<file path="config.mk">
export PLATFORM = sky130hd
export DESIGN_NAME = scar_front
export DESIGN_NICKNAME = d
export VERILOG_FILES = /design/src/stereo_comb_allpass_reverb_defines.svh /design/src/scar_pkg.sv /design/src/scar_front.sv
export SDC_FILE = /design/constraint.sdc
export NUM_CORES = 1
export LEC_CHECK = 0
export BUFFER_PORTS_ARGS = -buffer_cell sky130_fd_sc_hd__clkbuf_2
export CORE_ASPECT_RATIO = 0.9
export CORE_MARGIN = 8
export CORE_UTILIZATION = 27
export CTS_CLUSTER_SIZE = 25
export DETAILED_ROUTE_END_ITERATION = 10
export GPL_TIMING_DRIVEN = 0
export SYNTH_ARGS = -nofsm -noshare
export SYNTH_HDL_FRONTEND = slang
export SYNTH_SLANG_ARGS = --single-unit
export TNS_END_PERCENT = 100
</file>
<file path="constraint.sdc">
create_clock -name clk -period 8.6 [get_ports clk]
set_clock_uncertainty 0.15 [all_clocks]
set_input_delay 0.43 -clock clk [delete_from_list [all_inputs] [get_ports clk]]
set_output_delay 0.43 -clock clk [all_outputs]
set_load 0.005 [all_outputs]
</file>
<file path="src/stereo_comb_allpass_reverb_defines.svh">
// ----------------------------------------------------------------------------
// reverb assertion macros
// shared assertion forms for the reverb block
// ----------------------------------------------------------------------------
`ifndef STEREO_COMB_ALLPASS_REVERB_DEFINES_SVH
`define STEREO_COMB_ALLPASS_REVERB_DEFINES_SVH

// implication checked on every clock edge outside reset
`define SCAR_ASSERT_IMP(lbl, a, c) \
    lbl: assert property (@(posedge clk) disable iff (!rst_n) (a) |-> (c)) \
        else $error("lbl failed");

// next-cycle implication
`define SCAR_ASSERT_NEXT(lbl, a, c) \
    lbl: assert property (@(posedge clk) disable iff (!rst_n) (a) |=> (c)) \
        else $error("lbl failed");

`endif

</file>
<file path="src/scar_pkg.sv">
// ----------------------------------------------------------------------------
// scar_pkg
// constants, line tables and fixed-point helpers of the reverb
// ----------------------------------------------------------------------------
package scar_pkg;

    localparam int SW          = 24;
    localparam int CW          = 16;
    localparam int NCOMB       = 8;
    localparam int NAP         = 4;
    localparam int CSTORE      = 32768;
    localparam int ASTORE      = 4096;
    localparam int CAW         = 15;
    localparam int AAW         = 12;
    localparam int CLW         = 13;
    localparam int ALW         = 10;
    localparam int FS          = 48000;
    localparam int SPREAD      = (FS / 2000 < 1) ? 1 : FS / 2000;

    localparam logic [CW-1:0] GAIN_MAX = 16'd64553;
    localparam logic [CW-1:0] DAMP_MAX = 16'd58982;
    localparam logic [CW-1:0] DIFF_MAX = 16'd45875;
    localparam logic [CW-1:0] POLE_MAX = 16'd65529;

    localparam logic [2:0] REG_SIZE  = 3'd0;
    localparam logic [2:0] REG_GL_LO = 3'd1;
    localparam logic [2:0] REG_GL_HI = 3'd2;
    localparam logic [2:0] REG_GR_LO = 3'd3;
    localparam logic [2:0] REG_GR_HI = 3'd4;
    localparam logic [2:0] REG_TONE  = 3'd5;
    localparam logic [2:0] REG_CHAN  = 3'd6;

    localparam logic signed [SW-1:0] SMAX = {1'b0, {(SW-1){1'b1}}};
    localparam logic signed [SW-1:0] SMIN = {1'b1, {(SW-1){1'b0}}};

    typedef logic signed [SW-1:0] smp_t;

    typedef struct packed {
        smp_t in_l;
        smp_t in_r;
        logic stereo;
    } req_t;

    function automatic logic [9:0] comb_tenths(input logic [2:0] c);
        logic [9:0] t;
        case (c)
            3'd0: t = 10'd297;
            3'd1: t = 10'd319;
            3'd2: t = 10'd341;
            3'd3: t = 10'd367;
            3'd4: t = 10'd391;
            3'd5: t = 10'd413;
            3'd6: t = 10'd437;
            default: t = 10'd461;
        endcase
        return t;
    endfunction

    function automatic logic [9:0] ap_tenths(input logic [1:0] a);
        logic [9:0] t;
        case (a)
            2'd0: t = 10'd97;
            2'd1: t = 10'd73;
            2'd2: t = 10'd59;
            default: t = 10'd43;
        endcase
        return t;
    endfunction

    function automatic logic [CLW-1:0] comb_cap(input logic [2:0] c);
        int v;
        v = int'(comb_tenths(c)) * FS / 10000 + SPREAD + 2;
        if (v > 4096) v = 4096;
        return CLW'(v);
    endfunction

    function automatic logic [ALW-1:0] ap_cap(input logic [1:0] a);
        int v;
        v = int'(ap_tenths(a)) * FS / 10000 + SPREAD + 2;
        if (v > 512) v = 512;
        return ALW'(v);
    endfunction

    function automatic logic [CAW-1:0] comb_base(input logic [3:0] i);
        int off;
        off = 0;
        for (int k = 0; k < 16; k++)
            if (k < int'(i)) off = off + int'(comb_cap(3'(k)));
        return CAW'(off);
    endfunction

    function automatic logic [AAW-1:0] ap_base(input logic [2:0] i);
        int off;
        off = 0;
        for (int k = 0; k < 8; k++)
            if (k < int'(i)) off = off + int'(ap_cap(2'(k)));
        return AAW'(off);
    endfunction

    // len = tenths * FS * size / (10000 * 2^16): a shift by 20, then / 625
    // as a reciprocal multiply, exact for shifted values below 2^22
    localparam longint LEN_K     = FS;
    localparam int     LEN_PRE   = 20;
    localparam int     LEN_RECIP = 3435974;
    localparam int     LEN_SHIFT = 31;

    function automatic smp_t sat48(input logic signed [47:0] v);
        smp_t r;
        if (v > 48'(SMAX)) r = SMAX;
        else if (v < 48'(SMIN)) r = SMIN;
        else r = v[SW-1:0];
        return r;
    endfunction

    function automatic logic [CW-1:0] clip(input logic [CW-1:0] v,
                                          input logic [CW-1:0] m);
        return (v > m) ? m : v;
    endfunction

endpackage

</file>
<file path="src/scar_front.sv">
// ----------------------------------------------------------------------------
// scar_front
// input acceptance, channel mode tagging and two-entry request queue
// ----------------------------------------------------------------------------
module scar_front
    import scar_pkg::*;
(
    input  logic clk,
    input  logic rst_n,
    input  logic in_valid,
    output logic in_stall,
    input  smp_t in_left,
    input  smp_t in_right,
    input  logic stereo,
    output logic q_valid,
    output req_t q_req,
    input  logic q_take
);
    req_t       mem_reg [2];
    logic [1:0] cnt_reg, cnt_next;
    logic       rd_reg, wr_reg;
    logic       push;

    assign in_stall = (cnt_reg == 2'd2);
    assign push     = in_valid && !in_stall;
    assign q_valid  = (cnt_reg != 2'd0);
    assign q_req    = mem_reg[rd_reg];

    always_comb
    begin
        cnt_next = cnt_reg + 2'(push) - 2'(q_take);
    end

    always_ff @(posedge clk or negedge rst_n)
    begin
        if (!rst_n)
        begin
            cnt_reg <= 2'd0;
            rd_reg  <= 1'b0;
            wr_reg  <= 1'b0;
        end
        else
        begin
            cnt_reg <= cnt_next;
            if (push) wr_reg <= !wr_reg;
            if (q_take) rd_reg <= !rd_reg;
        end
    end

    always_ff @(posedge clk)
    begin
        if (push) mem_reg[wr_reg] <= '{in_l: in_left, in_r: in_right, stereo: stereo};
    end
endmodule

</file>
---- Yosys cells after proc, flatten, opt, wreduce, memory -nomap -nowiden ----
Memories as Yosys holds them, arrays and structs flattened.
Index checks and enable logic that the tools add are counted.
Widths: inputs -> output; s select.
storage, ports and cells
  flip-flop bits (word level) ............. 4
  bits in latches ......................... 0
  RAM bits ................................ 98
  memory bits (read-only) ................. 0
  bits of input ports ..................... 53
  output and inout port bits .............. 51
  word-level logic and storage cells ...... 14
  memories kept ........................... 1
operators by class
  add/subtract/negate cells ............... 2
  multiply operators ...................... 0
  div/mod/pow operators ................... 0
  magnitude comparators ................... 0
  equal/unequal tests ..................... 1
  shift-type cells ........................ 0
  multiplexer cells ....................... 2
  bitwise operators ....................... 0
  reduce and logical (&&, ||, !) cells .... 5
memory list
  name     words  bits a word  rd ports  clocked after Yosys merged registers in  write ports  RTL line          source
  mem_reg  2      49           1         0                                        1            scar_front.sv:19  req_t mem_reg [2];
operators with widths
  kind                number
  $logic_not 1->1     3
  $add 2x1->2         1
  $eq 2x2->1 const B  1
  $mux 1              2
  $reduce_bool 2->1   1
  $sub 2x1->2         1
  $logic_and 1x1->1   1

---- Logic depth before layout (Yosys ltp) ----
  word-level depth ........................ 5
  mapped depth ............................ 7
  mapped depth without buffers ............ 7

---- Worst setup path after synthesis ----
Ideal clock, no wire load.
  kind .................................... register to register
  start point ............................. register cnt_reg[1]
  end point ............................... memory mem_reg[0][0] (netlist name) (enable)
  data arrival time ....................... 2645 ps
  setup slack ............................. 5349 ps
  cell stages (with the launch flop) ...... 4
  path through ............................ dfrtp_1 nand2b_1 nand2_1 nor2_1
on the way
  longest elaborated chain between the ends .. 5
RTL lines
  item                          RTL line          source
  start, declared               scar_front.sv:20  logic [1:0] cnt_reg, cnt_next;
  start signal, assigned        scar_front.sv:44  cnt_reg <= cnt_next;
  $eq 2x2->1                    scar_front.sv:24  assign in_stall = (cnt_reg == 2'd2);
  $logic_not 1->1               scar_front.sv:25  assign push = in_valid && !in_stall;
  $logic_and 1x1->1             scar_front.sv:25
  $mux 1                        scar_front.sv:52  if (push) mem_reg[wr_reg] <= '{in_l: in_left, in_r: in_right, stereo: stereo};
  $mux 1 (implied by the code)  scar_front.sv:52
  end, declared                 scar_front.sv:19
Every way passes these cells.

==> impl_metrics.ini <==
[global_route]
overflow = 0
antenna_found_initial = 0
grt_max_degree = 27
grt_util_met2_pct = 14.0
grt_pass1_wl_um = 11700
grt_use_total_pct = 8.40
grt_util_met3_pct = 3.69
met1_usage_pct = 8.95
grt.busiest_layer = met2
first_global_vias = 2193

[place]
place.gp.congestion = 0.671
dp_slack_ps = 6640
io_buffers = 103
place_hpwl_um = 5410
postPlaceCellArea_sq_um = 4830

[cts]
root_buffer = clkbuf_16
cts_tree = yes
clock_latency_ps = 340
clk_pin_slew_worst_paths_ps = 70
clock_sinks = 102
htreeDepth = 3
numCtsBuffers = 9
cts_buffer_depth = 2

[run]
maxCapViolCount = 0

[yosys]
async_flop_share_pct = 3.92
ys.flop_type = edfxtp_1
yosysWarnings = 0
avgSynthCellArea_sq_um = 23.4
synth_cells = 170
synth_top_area_cell = edfxtp_1
synth_edf_count = 98
synthTopCellsByArea = edfxtp_1 (74%), mux2_4 (18%), buf_12 (2.5%)
synth-seq-cells = 102
yosysUniqueCellTypes = 14
synth_seq_area_share_pct = 76.4
synth_nets = 225
synth_top_area_share_pct = 73.9
synth_area_sq_um = 3980

[layout]
seqCellArea_sq_um = 3040
diodes = 0
utilization_pct = 35.3
nets = 343
fill_cells = 1408
design_area_sq_um = 5140
final_common_cell = clkbuf_2
layout_common_cells = clkbuf_2 (103), edfxtp_1 (98), mux2_4 (49)
layout-drive-gt1-share_pct = 61.4
largest_register_ffs = 98
multi_input_area_sq_um = 831
synthToLayoutAreaGrowth_pct = 29.1

[timing]
finalSetupViolations = 0
setup_slack_ps = 6580
slew_headroom_pct = 56.4
final_hold_viol_count = 0
max_freq_ghz = 0.494
fin_crit_ps = 2020
slew_viol_final = 0
rsz0062_at_grt = no
worst_pin_slew_ps = 653
finalCritPeriodShare_pct = 23.5
timing.setup.tns_ps = 0

[critical_path]
critical_path_class = reg -> out
path_max_fanout = 10
critPathRequiredTime_ps = 8020
startpoint_type = flop
crit_path_end_kind = output pin
cp.arrival_ps = 1440

[routing]
drt_iter0_drc = 48
first_pass_iters = 4
vias = 1918
drc = 0
wirelength_um = 7530
vias_per_cell = 3.91
ant_nets = 0
wire_per_inst_um = 15.3

[power_and_ir_drop]
vdd_drop_max_mv = 0.152
finalPower_uw = 1700
p_per_area_nw_per_um2 = 331
p_leak_uw = 0.00207

[floorplanning]
ioPinCount = 104
rows = 42
die_w_um = 144
die_area_sq_um = 18900
core_sq_um = 14600
die_y_um = 131
start_util_pct = 27.4

[hold_path]
min_path_type = in -> reg

[outcome]
status = finished clean
-- cells by family (layout without fill, tap and decap cells) --
logic type                 count (synthesis)  in the layout  share of synthesized area [%]
xor gates and xnor gates                   4              4                          0.880
muxes                                     49             49                           18.5
and+or+nand+nor                            5              5                          0.660
buffers and inverters                      8            131                           2.98
DFF                                      102            102                           76.4
adders and majority gates                  2              2                          0.628
-- Yosys cell counts, types with 2 or more instances --
cell type,number
edfxtp_1,98
mux2_4,49
buf_12,5
dfrtp_1,4
xnor2_1,3
ha_1,2
inv_1,2
-- worst max-delay path, stage by stage (launching register included) --
cell and delay, ps:
dfrtp_1 370, buf_6 150, buf_12 150, mux2_4 290, clkbuf_2 130
-- per-layer routing --
layer	share of wire [%]	vias to the layer above
li1	-	896
met1	42	943
met2	49	67
met3	7.5	12
met4	1.8	0
met5	0	-
-- what timing repair did --
action | in CTS | in global routing
hold buffers | 1 | 0
hold endpoints to repair | 4 | 0
endpoints found under the setup margin | 0 | 0
buffers inserted | 0 | 0
gates resized for setup | 0 | 0
-- stage by stage --
stage               cells  hold WS (ps)
floorplan             170         -15.6
global placement      471          89.6
detailed placement    474          94.3
CTS                   491           100
global route          491           100
finish                491           124
-- power by group --
part / leakage (uW) / internal, uW / total, uW / switching [uW]
logic: 0.000974 / 336 / 592 / 256
clock network: 0.000138 / 226 / 402 / 176
registers: 0.000957 / 680 / 710 / 30.5
-- area by class of cell --
| type | instances | area share [%] |
|---|---|---|
| Sequential cell | 102 | 59.2 |
| Multi-Input combinational cell | 60 | 16.2 |
| Timing Repair Buffer | 107 | 11.7 |
| Tap cell | 198 | 4.82 |
| Clock buffer | 9 | 4.38 |
| Buffer | 6 | 2.17 |
| Clock inverter | 7 | 1.46 |
| Inverter | 2 | 0.146 |
-- final timing paths --
kind	from	end	slack (ps)	cells past startpoint
worst max-delay path	rd_reg	q_req[22]	6580	4
worst min-delay path	in_left[2]	mem_reg[1][27]	120	1
worst max register to register	cnt_reg[1]	mem_reg[0][10]	6700	4
worst min register to register	cnt_reg[0]	cnt_reg[0]	390	1
max in group asynchronous	rst_n	cnt_reg[1]	7910	2
min in group asynchronous	rst_n	cnt_reg[0]	260	2
Power figures use the tool's default switching activity.
